<file path="src/hdl/pac_pkg.sv">
// Shared widths, codes and control bundles for the polygon area and centroid block.
`timescale 1ns / 1ps
`default_nettype none
package pac_pkg;

    // Field and accumulator widths
    localparam int COORD_W  = 16;
    localparam int AREA_W   = 45;
    localparam int MOM_W    = 61;
    localparam int SUM_W    = 29;
    localparam int DEN_W    = AREA_W + 2;

    // Parameter defaults
    localparam int COORD_BITS_DEF   = 16;
    localparam int MAX_VERTICES_DEF = 4096;

    // Multiplier step codes
    localparam logic [1:0] STEP_PX  = 2'd0;
    localparam logic [1:0] STEP_CR  = 2'd1;
    localparam logic [1:0] STEP_MX  = 2'd2;
    localparam logic [1:0] STEP_MY  = 2'd3;

    // Division selector codes
    localparam logic [1:0] DSEL_CX  = 2'd0;
    localparam logic [1:0] DSEL_CY  = 2'd1;
    localparam logic [1:0] DSEL_MX  = 2'd2;
    localparam logic [1:0] DSEL_MY  = 2'd3;

    typedef struct packed {
        logic       accept;
        logic       load_close;
        logic       step_en;
        logic [1:0] step;
        logic       div_start;
        logic       div_store;
        logic [1:0] div_sel;
        logic       emit;
    } cmd_t;

    typedef struct packed {
        logic count_zero;
        logic count_full;
        logic div_done;
        logic out_free;
    } status_t;

endpackage
`default_nettype wire

</file>
<file path="src/hdl/pac_in_if.sv">
// Vertex input channel.
`timescale 1ns / 1ps
`default_nettype none
interface pac_in_if;
    logic                               valid;
    logic                               ready;
    logic signed [pac_pkg::COORD_W-1:0] vx;
    logic signed [pac_pkg::COORD_W-1:0] vy;
    logic                               ring_end;

    modport source (output valid, output vx, output vy, output ring_end, input ready);
    modport sink   (input valid, input vx, input vy, input ring_end, output ready);
endinterface
`default_nettype wire

</file>
<file path="src/hdl/pac_out_if.sv">
// Ring result output channel.
`timescale 1ns / 1ps
`default_nettype none
interface pac_out_if;
    logic                               valid;
    logic                               ready;
    logic signed [pac_pkg::AREA_W-1:0]  double_area;
    logic signed [pac_pkg::COORD_W-1:0] centroid_x;
    logic signed [pac_pkg::COORD_W-1:0] centroid_y;
    logic signed [pac_pkg::COORD_W-1:0] mean_x;
    logic signed [pac_pkg::COORD_W-1:0] mean_y;
    logic                               area_valid;
    logic                               count_overflow;

    modport source (output valid, output double_area, output centroid_x, output centroid_y,
                    output mean_x, output mean_y, output area_valid, output count_overflow,
                    input ready);
    modport sink   (input valid, input double_area, input centroid_x, input centroid_y,
                    input mean_x, input mean_y, input area_valid, input count_overflow,
                    output ready);
endinterface
`default_nettype wire

</file>
<file path="src/hdl/pac_div.sv">
// Signed restoring divider, one quotient bit per cycle, truncating toward zero.
`timescale 1ns / 1ps
`default_nettype none
module pac_div (
    input  wire logic                               clk,
    input  wire logic                               rst_n,
    input  wire logic                               start,
    input  wire logic signed [pac_pkg::MOM_W-1:0]   dividend,
    input  wire logic signed [pac_pkg::DEN_W-1:0]   divisor,
    output logic                                    done,
    output logic signed [pac_pkg::MOM_W-1:0]        quotient
);
    localparam int NW  = pac_pkg::MOM_W;
    localparam int DW  = pac_pkg::DEN_W;
    localparam int CW  = $clog2(NW);

    logic          busy_reg, busy_next;
    logic          done_reg, done_next;
    logic          neg_reg, neg_next;
    logic [CW-1:0] cnt_reg, cnt_next;
    logic [NW-1:0] quo_reg, quo_next;
    logic [DW-1:0] rem_reg, rem_next;
    logic [DW-1:0] den_reg, den_next;
    logic [DW:0]   rem_sh;
    logic [DW+1:0] diff;

    // Shift in one dividend bit and try a subtract
    always_comb
    begin
        rem_sh = {rem_reg, quo_reg[NW-1]};
        diff   = {1'b0, rem_sh} - {2'b00, den_reg};
    end

    always_comb
    begin
        busy_next = busy_reg;
        done_next = 1'b0;
        neg_next  = neg_reg;
        cnt_next  = cnt_reg;
        quo_next  = quo_reg;
        rem_next  = rem_reg;
        den_next  = den_reg;
        if (start)
        begin
            busy_next = 1'b1;
            neg_next  = dividend[NW-1] ^ divisor[DW-1];
            cnt_next  = '0;
            quo_next  = dividend[NW-1] ? NW'(-dividend) : NW'(dividend);
            den_next  = divisor[DW-1] ? DW'(-divisor) : DW'(divisor);
            rem_next  = '0;
        end
        else if (busy_reg)
        begin
            if (diff[DW+1] == 1'b0)
            begin
                rem_next = diff[DW-1:0];
                quo_next = {quo_reg[NW-2:0], 1'b1};
            end
            else
            begin
                rem_next = rem_sh[DW-1:0];
                quo_next = {quo_reg[NW-2:0], 1'b0};
            end
            cnt_next = cnt_reg + CW'(1);
            if (cnt_reg == CW'(NW - 1))
            begin
                busy_next = 1'b0;
                done_next = 1'b1;
            end
        end
    end

    always_ff @(posedge clk or negedge rst_n)
    begin
        if (!rst_n)
        begin
            busy_reg <= 1'b0;
            done_reg <= 1'b0;
            cnt_reg  <= '0;
        end
        else
        begin
            busy_reg <= busy_next;
            done_reg <= done_next;
            cnt_reg  <= cnt_next;
        end
    end

    always_ff @(posedge clk)
    begin
        neg_reg <= neg_next;
        quo_reg <= quo_next;
        rem_reg <= rem_next;
        den_reg <= den_next;
    end

    assign done     = done_reg;
    assign quotient = neg_reg ? -$signed(quo_reg) : $signed(quo_reg);
endmodule
`default_nettype wire

</file>
<file path="src/hdl/pac_dp.sv">
// Datapath: ring state, shared multiplier, accumulators, divider and output register.
`timescale 1ns / 1ps
`default_nettype none
module pac_dp #(
    parameter int COORD_BITS   = pac_pkg::COORD_BITS_DEF,
    parameter int MAX_VERTICES = pac_pkg::MAX_VERTICES_DEF
) (
    input  wire logic                                 clk,
    input  wire logic                                 rst_n,
    input  wire pac_pkg::cmd_t                        cmd,
    output pac_pkg::status_t                          status,
    input  wire logic [pac_pkg::COORD_W-1:0]          vx,
    input  wire logic [pac_pkg::COORD_W-1:0]          vy,
    output logic                                      out_valid,
    input  wire logic                                 out_ready,
    output logic signed [pac_pkg::AREA_W-1:0]         out_area,
    output logic signed [pac_pkg::COORD_W-1:0]        out_cx,
    output logic signed [pac_pkg::COORD_W-1:0]        out_cy,
    output logic signed [pac_pkg::COORD_W-1:0]        out_mx,
    output logic signed [pac_pkg::COORD_W-1:0]        out_my,
    output logic                                      out_area_valid,
    output logic                                      out_ovf
);
    localparam int CB    = COORD_BITS;
    localparam int CRW   = 2 * CB + 1;
    localparam int PW    = 3 * CB + 2;
    localparam int CNT_W = $clog2(MAX_VERTICES + 1);
    localparam int AW    = pac_pkg::AREA_W;
    localparam int MW    = pac_pkg::MOM_W;
    localparam int SW    = pac_pkg::SUM_W;
    localparam int DW    = pac_pkg::DEN_W;
    localparam int OW    = pac_pkg::COORD_W;
    localparam logic signed [MW-1:0] C_HI = MW'((64'sd1 <<< (CB - 1)) - 64'sd1);
    localparam logic signed [MW-1:0] C_LO = -C_HI - MW'(1);

    logic signed [CB-1:0] x, y;
    logic signed [CB-1:0] first_x_reg, first_y_reg, prev_x_reg, prev_y_reg;
    logic signed [CB-1:0] ax_reg, ay_reg, bx_reg, by_reg;
    logic [CNT_W-1:0]     count_reg;
    logic                 ovf_reg;
    logic signed [2*CB-1:0] p_reg;
    logic signed [CRW-1:0]  cr_reg;
    logic signed [AW-1:0]   area_reg;
    logic signed [MW-1:0]   mom_x_reg, mom_y_reg;
    logic signed [SW-1:0]   sum_x_reg, sum_y_reg;
    logic signed [CB:0]     mul_a;
    logic signed [CRW-1:0]  mul_b;
    logic signed [PW-1:0]   prod;
    logic signed [MW-1:0]   div_num;
    logic signed [DW-1:0]   div_den;
    logic                   div_done;
    logic signed [MW-1:0]   div_q;
    logic signed [CB-1:0]   q_clamp;
    logic signed [CB-1:0]   cx_reg, cy_reg, mx_reg, my_reg;
    logic                   valid_w;
    logic                   out_valid_reg, out_valid_next;
    logic signed [AW-1:0]   o_area_reg;
    logic signed [OW-1:0]   o_cx_reg, o_cy_reg, o_mx_reg, o_my_reg;
    logic                   o_av_reg, o_ovf_reg;

    // Take the low coordinate bits as a signed value
    assign x = $signed(vx[CB-1:0]);
    assign y = $signed(vy[CB-1:0]);

    // Shared multiplier operand select
    always_comb
    begin
        unique case (cmd.step)
            pac_pkg::STEP_PX:
            begin
                mul_a = (CB+1)'(ax_reg);
                mul_b = CRW'(by_reg);
            end
            pac_pkg::STEP_CR:
            begin
                mul_a = (CB+1)'(ay_reg);
                mul_b = CRW'(bx_reg);
            end
            pac_pkg::STEP_MX:
            begin
                mul_a = (CB+1)'(ax_reg) + (CB+1)'(bx_reg);
                mul_b = cr_reg;
            end
            default:
            begin
                mul_a = (CB+1)'(ay_reg) + (CB+1)'(by_reg);
                mul_b = cr_reg;
            end
        endcase
        prod = PW'(mul_a) * PW'(mul_b);
    end

    // Divider operand select
    always_comb
    begin
        unique case (cmd.div_sel)
            pac_pkg::DSEL_CX: div_num = mom_x_reg;
            pac_pkg::DSEL_CY: div_num = mom_y_reg;
            pac_pkg::DSEL_MX: div_num = MW'(sum_x_reg);
            default:          div_num = MW'(sum_y_reg);
        endcase
        if (cmd.div_sel == pac_pkg::DSEL_CX || cmd.div_sel == pac_pkg::DSEL_CY)
            div_den = (DW'(area_reg) <<< 1) + DW'(area_reg);
        else
            div_den = $signed({{(DW-CNT_W){1'b0}}, count_reg});
    end

    pac_div u_div (
        .clk      (clk),
        .rst_n    (rst_n),
        .start    (cmd.div_start),
        .dividend (div_num),
        .divisor  (div_den),
        .done     (div_done),
        .quotient (div_q)
    );

    // Saturate a centroid quotient to the coordinate range
    always_comb
    begin
        priority if (div_q > C_HI)
            q_clamp = CB'(C_HI);
        else if (div_q < C_LO)
            q_clamp = CB'(C_LO);
        else
            q_clamp = div_q[CB-1:0];
    end

    assign valid_w = (count_reg >= CNT_W'(3)) && (area_reg != '0);

    // Ring state and accumulators
    always_ff @(posedge clk or negedge rst_n)
    begin
        if (!rst_n)
        begin
            first_x_reg <= '0;
            first_y_reg <= '0;
            prev_x_reg  <= '0;
            prev_y_reg  <= '0;
            count_reg   <= '0;
            ovf_reg     <= 1'b0;
            area_reg    <= '0;
            mom_x_reg   <= '0;
            mom_y_reg   <= '0;
            sum_x_reg   <= '0;
            sum_y_reg   <= '0;
        end
        else if (cmd.emit)
        begin
            first_x_reg <= '0;
            first_y_reg <= '0;
            prev_x_reg  <= '0;
            prev_y_reg  <= '0;
            count_reg   <= '0;
            ovf_reg     <= 1'b0;
            area_reg    <= '0;
            mom_x_reg   <= '0;
            mom_y_reg   <= '0;
            sum_x_reg   <= '0;
            sum_y_reg   <= '0;
        end
        else
        begin
            if (cmd.accept)
            begin
                if (count_reg == CNT_W'(MAX_VERTICES))
                    ovf_reg <= 1'b1;
                else
                begin
                    if (count_reg == '0)
                    begin
                        first_x_reg <= x;
                        first_y_reg <= y;
                    end
                    prev_x_reg <= x;
                    prev_y_reg <= y;
                    sum_x_reg  <= sum_x_reg + SW'(x);
                    sum_y_reg  <= sum_y_reg + SW'(y);
                    count_reg  <= count_reg + CNT_W'(1);
                end
            end
            if (cmd.step_en && cmd.step == pac_pkg::STEP_MX)
            begin
                area_reg  <= area_reg + AW'(cr_reg);
                mom_x_reg <= mom_x_reg + MW'(prod);
            end
            if (cmd.step_en && cmd.step == pac_pkg::STEP_MY)
                mom_y_reg <= mom_y_reg + MW'(prod);
        end
    end

    // Edge operands, partial products and quotients
    always_ff @(posedge clk)
    begin
        if (cmd.accept)
        begin
            ax_reg <= prev_x_reg;
            ay_reg <= prev_y_reg;
            bx_reg <= x;
            by_reg <= y;
        end
        else if (cmd.load_close)
        begin
            ax_reg <= prev_x_reg;
            ay_reg <= prev_y_reg;
            bx_reg <= first_x_reg;
            by_reg <= first_y_reg;
        end
        if (cmd.step_en && cmd.step == pac_pkg::STEP_PX)
            p_reg <= prod[2*CB-1:0];
        if (cmd.step_en && cmd.step == pac_pkg::STEP_CR)
            cr_reg <= CRW'(p_reg) - CRW'($signed(prod[2*CB-1:0]));
        if (cmd.div_store)
        begin
            unique case (cmd.div_sel)
                pac_pkg::DSEL_CX: cx_reg <= q_clamp;
                pac_pkg::DSEL_CY: cy_reg <= q_clamp;
                pac_pkg::DSEL_MX: mx_reg <= div_q[CB-1:0];
                default:          my_reg <= div_q[CB-1:0];
            endcase
        end
    end

    // Output register
    always_comb
    begin
        out_valid_next = out_valid_reg;
        if (cmd.emit)
            out_valid_next = 1'b1;
        else if (out_ready)
            out_valid_next = 1'b0;
    end

    always_ff @(posedge clk or negedge rst_n)
    begin
        if (!rst_n)
            out_valid_reg <= 1'b0;
        else
            out_valid_reg <= out_valid_next;
    end

    always_ff @(posedge clk)
    begin
        if (cmd.emit)
        begin
            o_area_reg <= valid_w ? area_reg : '0;
            o_cx_reg   <= valid_w ? OW'(cx_reg) : '0;
            o_cy_reg   <= valid_w ? OW'(cy_reg) : '0;
            o_mx_reg   <= OW'(mx_reg);
            o_my_reg   <= OW'(my_reg);
            o_av_reg   <= valid_w;
            o_ovf_reg  <= ovf_reg;
        end
    end

    assign status.count_zero = (count_reg == '0);
    assign status.count_full = (count_reg == CNT_W'(MAX_VERTICES));
    assign status.div_done   = div_done;
    assign status.out_free   = !out_valid_reg || out_ready;

    assign out_valid      = out_valid_reg;
    assign out_area       = o_area_reg;
    assign out_cx         = o_cx_reg;
    assign out_cy         = o_cy_reg;
    assign out_mx         = o_mx_reg;
    assign out_my         = o_my_reg;
    assign out_area_valid = o_av_reg;
    assign out_ovf        = o_ovf_reg;
endmodule
`default_nettype wire

</file>
<file path="src/hdl/pac_ctrl.sv">
// Controller: sequences vertex intake, edge steps, divisions and result hand-off.
`timescale 1ns / 1ps
`default_nettype none
module pac_ctrl (
    input  wire logic              clk,
    input  wire logic              rst_n,
    input  wire logic              in_valid,
    input  wire logic              in_last,
    output logic                   in_ready,
    input  wire pac_pkg::status_t  status,
    output pac_pkg::cmd_t          cmd
);
    localparam logic [3:0] S_IDLE   = 4'd0;
    localparam logic [3:0] S_E0     = 4'd1;
    localparam logic [3:0] S_E1     = 4'd2;
    localparam logic [3:0] S_E2     = 4'd3;
    localparam logic [3:0] S_E3     = 4'd4;
    localparam logic [3:0] S_CLOSE  = 4'd5;
    localparam logic [3:0] S_DSTART = 4'd6;
    localparam logic [3:0] S_DWAIT  = 4'd7;
    localparam logic [3:0] S_EMIT   = 4'd8;

    logic [3:0] state_reg, state_next;
    logic       last_reg, last_next;
    logic       close_reg, close_next;
    logic [1:0] dsel_reg, dsel_next;

    always_comb
    begin
        state_next = state_reg;
        last_next  = last_reg;
        close_next = close_reg;
        dsel_next  = dsel_reg;
        in_ready   = 1'b0;
        cmd        = '0;
        cmd.div_sel = dsel_reg;
        unique case (state_reg)
            S_IDLE:
            begin
                in_ready = 1'b1;
                if (in_valid)
                begin
                    cmd.accept = 1'b1;
                    last_next  = in_last;
                    close_next = 1'b0;
                    // No edge for the first vertex or a dropped one
                    if (status.count_zero || status.count_full)
                        state_next = in_last ? S_CLOSE : S_IDLE;
                    else
                        state_next = S_E0;
                end
            end
            S_E0:
            begin
                cmd.step_en = 1'b1;
                cmd.step    = pac_pkg::STEP_PX;
                state_next  = S_E1;
            end
            S_E1:
            begin
                cmd.step_en = 1'b1;
                cmd.step    = pac_pkg::STEP_CR;
                state_next  = S_E2;
            end
            S_E2:
            begin
                cmd.step_en = 1'b1;
                cmd.step    = pac_pkg::STEP_MX;
                state_next  = S_E3;
            end
            S_E3:
            begin
                cmd.step_en = 1'b1;
                cmd.step    = pac_pkg::STEP_MY;
                priority if (close_reg)
                begin
                    dsel_next  = pac_pkg::DSEL_CX;
                    state_next = S_DSTART;
                end
                else if (last_reg)
                    state_next = S_CLOSE;
                else
                    state_next = S_IDLE;
            end
            S_CLOSE:
            begin
                cmd.load_close = 1'b1;
                close_next     = 1'b1;
                state_next     = S_E0;
            end
            S_DSTART:
            begin
                cmd.div_start = 1'b1;
                state_next    = S_DWAIT;
            end
            S_DWAIT:
            begin
                if (status.div_done)
                begin
                    cmd.div_store = 1'b1;
                    if (dsel_reg == pac_pkg::DSEL_MY)
                        state_next = S_EMIT;
                    else
                    begin
                        dsel_next  = dsel_reg + 2'd1;
                        state_next = S_DSTART;
                    end
                end
            end
            S_EMIT:
            begin
                if (status.out_free)
                begin
                    cmd.emit   = 1'b1;
                    close_next = 1'b0;
                    last_next  = 1'b0;
                    state_next = S_IDLE;
                end
            end
            default:
                state_next = S_IDLE;
        endcase
    end

    always_ff @(posedge clk or negedge rst_n)
    begin
        if (!rst_n)
        begin
            state_reg <= S_IDLE;
            last_reg  <= 1'b0;
            close_reg <= 1'b0;
            dsel_reg  <= pac_pkg::DSEL_CX;
        end
        else
        begin
            state_reg <= state_next;
            last_reg  <= last_next;
            close_reg <= close_next;
            dsel_reg  <= dsel_next;
        end
    end
endmodule
`default_nettype wire

</file>
<file path="src/hdl/polygon_area_centroid.sv">
// Top level of the shoelace polygon area and centroid block.
//
//   channel  dir  word
//   vtx      in   vx, vy, ring_end       one ring vertex
//   res      out  double_area, centroid, mean, area_valid, count_overflow
//
// A vertex that opens the ring or is dropped takes only the intake; any other
// vertex also takes four passes through the one shared multiplier.
// The last vertex adds the closing edge and four divisions of 61 quotient bits
// each before the ring's result is loaded.
// Reset clears all ring state; there is no clearing pass.
// A result waits in the output register; a stalled result delays only the next ring end.
`timescale 1ns / 1ps
`default_nettype none
module polygon_area_centroid #(
    parameter int COORD_BITS   = pac_pkg::COORD_BITS_DEF,
    parameter int MAX_VERTICES = pac_pkg::MAX_VERTICES_DEF
) (
    input  wire logic  clk,
    input  wire logic  rst_n,
    pac_in_if.sink     vtx,
    pac_out_if.source  res
);
    pac_pkg::cmd_t    cmd;
    pac_pkg::status_t status;

    pac_ctrl u_ctrl (
        .clk      (clk),
        .rst_n    (rst_n),
        .in_valid (vtx.valid),
        .in_last  (vtx.ring_end),
        .in_ready (vtx.ready),
        .status   (status),
        .cmd      (cmd)
    );

    pac_dp #(
        .COORD_BITS   (COORD_BITS),
        .MAX_VERTICES (MAX_VERTICES)
    ) u_dp (
        .clk            (clk),
        .rst_n          (rst_n),
        .cmd            (cmd),
        .status         (status),
        .vx             (vtx.vx),
        .vy             (vtx.vy),
        .out_valid      (res.valid),
        .out_ready      (res.ready),
        .out_area       (res.double_area),
        .out_cx         (res.centroid_x),
        .out_cy         (res.centroid_y),
        .out_mx         (res.mean_x),
        .out_my         (res.mean_y),
        .out_area_valid (res.area_valid),
        .out_ovf        (res.count_overflow)
    );

`ifndef NO_ASSERTIONS
    // Never load a result over one still waiting
    a_emit_free: assert property (@(posedge clk) disable iff (!rst_n)
        cmd.emit |-> status.out_free)
        else $error("result loaded over a pending word");

    // Vertices are taken only in cycles with no division start and no edge step
    a_no_div_on_accept: assert property (@(posedge clk) disable iff (!rst_n)
        vtx.ready |-> !cmd.div_start && !cmd.step_en)
        else $error("vertex intake overlaps datapath work");

    // A valid area is nonzero, an invalid one reports zero centroid
    a_area_flag: assert property (@(posedge clk) disable iff (!rst_n)
        res.valid |-> (res.area_valid == (res.double_area != '0)))
        else $error("area_valid disagrees with double_area");

    a_zero_centroid: assert property (@(posedge clk) disable iff (!rst_n)
        res.valid && !res.area_valid |-> res.centroid_x == '0 && res.centroid_y == '0)
        else $error("nonzero centroid without valid area");
`endif
endmodule
`default_nettype wire

</file>
<file path="src/flat_wrapper.sv">
// flat-port wrapper written by rule: the top's interface ports become plain ports
module polygon_area_centroid_flat 
#(
    parameter int COORD_BITS   = pac_pkg::COORD_BITS_DEF,
    parameter int MAX_VERTICES = pac_pkg::MAX_VERTICES_DEF
)
  (clk, rst_n, vtx_valid, vtx_vx, vtx_vy, vtx_ring_end, vtx_ready, res_valid, res_double_area, res_centroid_x, res_centroid_y, res_mean_x, res_mean_y, res_area_valid, res_count_overflow, res_ready);
  pac_in_if vtx_i ();
  pac_out_if res_i ();
  input  wire logic clk;
  input  wire logic rst_n;
  input wire logic [$bits(vtx_i.valid)-1:0] vtx_valid;
  input wire logic [$bits(vtx_i.vx)-1:0] vtx_vx;
  input wire logic [$bits(vtx_i.vy)-1:0] vtx_vy;
  input wire logic [$bits(vtx_i.ring_end)-1:0] vtx_ring_end;
  output wire logic [$bits(vtx_i.ready)-1:0] vtx_ready;
  output wire logic [$bits(res_i.valid)-1:0] res_valid;
  output wire logic [$bits(res_i.double_area)-1:0] res_double_area;
  output wire logic [$bits(res_i.centroid_x)-1:0] res_centroid_x;
  output wire logic [$bits(res_i.centroid_y)-1:0] res_centroid_y;
  output wire logic [$bits(res_i.mean_x)-1:0] res_mean_x;
  output wire logic [$bits(res_i.mean_y)-1:0] res_mean_y;
  output wire logic [$bits(res_i.area_valid)-1:0] res_area_valid;
  output wire logic [$bits(res_i.count_overflow)-1:0] res_count_overflow;
  input wire logic [$bits(res_i.ready)-1:0] res_ready;
  assign vtx_i.valid = vtx_valid;
  assign vtx_i.vx = vtx_vx;
  assign vtx_i.vy = vtx_vy;
  assign vtx_i.ring_end = vtx_ring_end;
  assign vtx_ready = vtx_i.ready;
  assign res_valid = res_i.valid;
  assign res_double_area = res_i.double_area;
  assign res_centroid_x = res_i.centroid_x;
  assign res_centroid_y = res_i.centroid_y;
  assign res_mean_x = res_i.mean_x;
  assign res_mean_y = res_i.mean_y;
  assign res_area_valid = res_i.area_valid;
  assign res_count_overflow = res_i.count_overflow;
  assign res_i.ready = res_ready;
  polygon_area_centroid #(.COORD_BITS(COORD_BITS), .MAX_VERTICES(MAX_VERTICES)) u_core (.clk(clk), .rst_n(rst_n), .vtx(vtx_i), .res(res_i));
endmodule
</file>
<file path="config.mk">
export PLATFORM = sky130hd
export DESIGN_NAME = polygon_area_centroid_flat
export DESIGN_NICKNAME = d
export VERILOG_FILES = /design/src/hdl/pac_pkg.sv /design/src/hdl/pac_in_if.sv /design/src/hdl/pac_out_if.sv /design/src/hdl/pac_div.sv /design/src/hdl/pac_dp.sv /design/src/hdl/pac_ctrl.sv /design/src/hdl/polygon_area_centroid.sv /design/src/flat_wrapper.sv
export SDC_FILE = /design/constraint.sdc
export NUM_CORES = 2
export LEC_CHECK = 0
export ABC_AREA = 1
export BUFFER_PORTS_ARGS = -buffer_cell sky130_fd_sc_hd__buf_2
export CAP_MARGIN = 25
export CORE_MARGIN = 2
export CORE_UTILIZATION = 55
export CTS_CLUSTER_DIAMETER = 60
export DETAILED_ROUTE_END_ITERATION = 8
export PLACE_DENSITY = 0.71
export SLEW_MARGIN = 0
export SYNTH_ARGS = -nofsm -noshare
export SYNTH_HDL_FRONTEND = slang
export SYNTH_HIERARCHICAL = 1
export SYNTH_SLANG_ARGS = --single-unit
</file>
<file path="constraint.sdc">
create_clock -name clk -period 11.6 [get_ports clk]
set_input_delay 0 -clock clk [delete_from_list [all_inputs] [get_ports clk]]
set_output_delay 0 -clock clk [all_outputs]
set_load 0.005 [all_outputs]
</file>
==> qor.yml <==
ys_seq_elements: 780
cts_max_path_buffers: 3
final_cell_mix: "sky130_fd_sc_hd__nand2_1 (2896), sky130_fd_sc_hd__inv_1 (1920), sky130_fd_sc_hd__nor2_1 (1414), sky130_fd_sc_hd__nand3_1 (745), sky130_fd_sc_hd__o21ai_0 (680)"
cts_inserted_buffers: 109
antenna_violating_nets_post_route: 0
post_place_cells: 13700
worst_pin_slew_ns: 1.25
placement.cell_area_um2: 85700
first_pass_iters: 9
final-max-slew-violation-count: 0
wl_um: 314000
dp_worst_setup_slack_ns: 0.531
post_route_cells_drive_above_1_share: 0.0519
startpoint_to_endpoint_class_of_the_critical_path: "reg2reg"
h-tree-depth: 3
final_area_um2: 89900
final_weighted_congestion_in_routability_driven_placement: 1.12
worstReg2RegEnd: "u_core/u_dp/mom_x_reg[45]"
buffer_ports.inserted: 149
grt_antenna_before_repair: 7
setup_ws_ns: 0.676
layout_min_cycle_time_ns: 10.92
fp.dieW_um: 391
max-cap-violations: 0
clkSinkCount: 780
reg2reg_setup_slack_ns: 0.68
final_nets: 12900
routedWlPerCell_um: 22.6
syn-instance-count: 11700
critical_r2r_launch: "u_core/u_ctrl/state_reg[2]"
period_share: 0.942
synth_enable_flop_cells: 413
detail_route.iter0.violations: 9870
netlist-cell-type-count: 63
clk_pin_slew_ns: 0.06
num_io_pins: 150
floorplan.initialDensity: 0.552
drt_drc_violations_left: 0
syn-num-nets: 12800
first_global_vias: 79400
hold_depth: 4
maxSlewHeadroom: 0.162
area_growth_pct: 9.04
timing.critical_path.arrival_ns: 11.54
maxClockFrequency_mhz: 91.5
total_standard_cell_area_after_synthesis_um2: 82500
pin_count_of_the_biggest_net_entering_global_routing: 78
holdCritPathClass: "in2reg"
synth-seq-area-share: 0.259
syn_avg_cell_area_um2: 7.08
synth_warnings: 6
critical-path-slowest-cell: "sky130_fd_sc_hd__a221oi_1"
grtUsageTotal: 0.408
timing.final.hold_violations: 0
hold_path_startpoint: "vtx_vx[7]"
die_area_um2: 153000
viasPerCell: 5.90
total_congestion_overflow: 0
core_area_um2: 149000
cpMostUsedCell: "sky130_fd_sc_hd__inv_1"
worst_ep_required_time_ns: 12.21
layout_commonest_cell: "sky130_fd_sc_hd__nand2_1"
die_h_um: 391
crit_path_max_fanout: 23
synthFlopType: "sky130_fd_sc_hd__edfxtp_1"
grt_first_pass_wirelength_um: 475000
tritoncts_clock_tree: "done"
hold_ws_ns: 0.116
run_status: "completed"
final.setup_skew_ns: 0.0796
final_cell_count_no_fill: 13900
clk_latency_ns: 0.78
setup.worst_path.start_class: "flip-flop"
cts_root_buffer: "sky130_fd_sc_hd__clkbuf_16"
synth-async-reset-ratio: 0.410
timing.hold.worst_endpoint: "u_core/u_dp/first_x_reg[7]"
reg2reg_depth: 44
cp-end-kind: "flip-flop"
dp_hpwl_um: 252000
routed-via-count: 82100
std_cell_rows: 142
critical-path-max-stage-delay_ns: 0.62
report.final.setup_viol: 0
## logic make-up after synthesis
group           count (synthesis)  synth area share
compound gates               1764             0.120
xor+xnor                      252            0.0268
fa+ha+maj                    1076             0.213
buf+inv                      2247             0.105
flops                         780             0.259
simple gates                 5537             0.277
## synthesized netlist by cell type (97+ instances only)
library cell / instances / share of area
sky130_fd_sc_hd__nor3_1: 132 / 0.0080
sky130_fd_sc_hd__fa_1: 547 / 0.13
sky130_fd_sc_hd__o21ai_0: 680 / 0.041
sky130_fd_sc_hd__a21oi_1: 646 / 0.039
sky130_fd_sc_hd__edfxtp_1: 413 / 0.15
sky130_fd_sc_hd__nor2_1: 1425 / 0.065
sky130_fd_sc_hd__nand4_1: 176 / 0.013
sky130_fd_sc_hd__xor2_1: 187 / 0.020
sky130_fd_sc_hd__nand2_1: 2898 / 0.13
sky130_fd_sc_hd__nand3_1: 745 / 0.045
sky130_fd_sc_hd__dfrtp_1: 320 / 0.097
sky130_fd_sc_hd__buf_2: 97 / 0.0059
sky130_fd_sc_hd__inv_1: 1926 / 0.088
sky130_fd_sc_hd__ha_1: 529 / 0.080
sky130_fd_sc_hd__clkbuf_1: 136 / 0.0062
## worst max path at each step
stage                                 to                        from  cells past startpoint  slack [ns]
5_1_grt        u_core/u_dp/mom_x_reg[45]  u_core/u_ctrl/state_reg[0]                     41      -0.006
3_3_place_gp   u_core/u_dp/mom_x_reg[60]  u_core/u_ctrl/state_reg[2]                     44        0.58
4_1_cts        u_core/u_dp/mom_x_reg[60]  u_core/u_ctrl/state_reg[2]                     44        0.48
6_report       u_core/u_dp/mom_x_reg[45]  u_core/u_ctrl/state_reg[2]                     44        0.68
2_1_floorplan  u_core/u_dp/mom_x_reg[60]  u_core/u_ctrl/state_reg[2]                     46        2.76
3_5_place_dp   u_core/u_dp/mom_x_reg[60]  u_core/u_ctrl/state_reg[2]                     44        0.53
## critical path: cells and delay by family, from the launching register on
family,cells,cell delay (ns)
adders and majority gates,8,3.98
and+or+nand+nor,21,3.66
buffers and inverters,12,1.65
AOI/OAI and AO/OA,2,0.70
DFF,1,0.42
xor gates and xnor gates,1,0.34
## metal layers
layer	part of all wire	track usage	vias up
li1	-	-	37900
met1	0.40	0.550	38900
met2	0.43	0.621	4520
met3	0.11	0.0945	780
met4	0.054	0.193	6
met5	0.00013	0	-
## per-stage QoR
step                       util  setup TNS, ns
after global routing      0.602       -0.00550
after detailed placement  0.573              0
after CTS                 0.601              0
after floorplan               -              0
final                     0.602              0
after global placement    0.573              0
## final cells by class
type | instances | area [um2]
antenna | 4 | 10.0
fill | 14100 | 59500
timing repair buffer | 322 | 2220
clock inverter | 80 | 953
multi-input combinational | 8629 | 52600
clock buffer | 124 | 2840
inverter | 1972 | 7410
sequential | 780 | 21400
tap | 2016 | 2520
## timing repair
item	CTS	global route
endpoints found under the hold margin	250	0
gates resized for setup	0	6
endpoints found under the setup margin	0	36
setup buffers	0	0
hold buffers	39	0
Power is left out: the tool's default activity adds up to more than one toggle a clock period on the data nets, which glitch-free logic cannot reach.
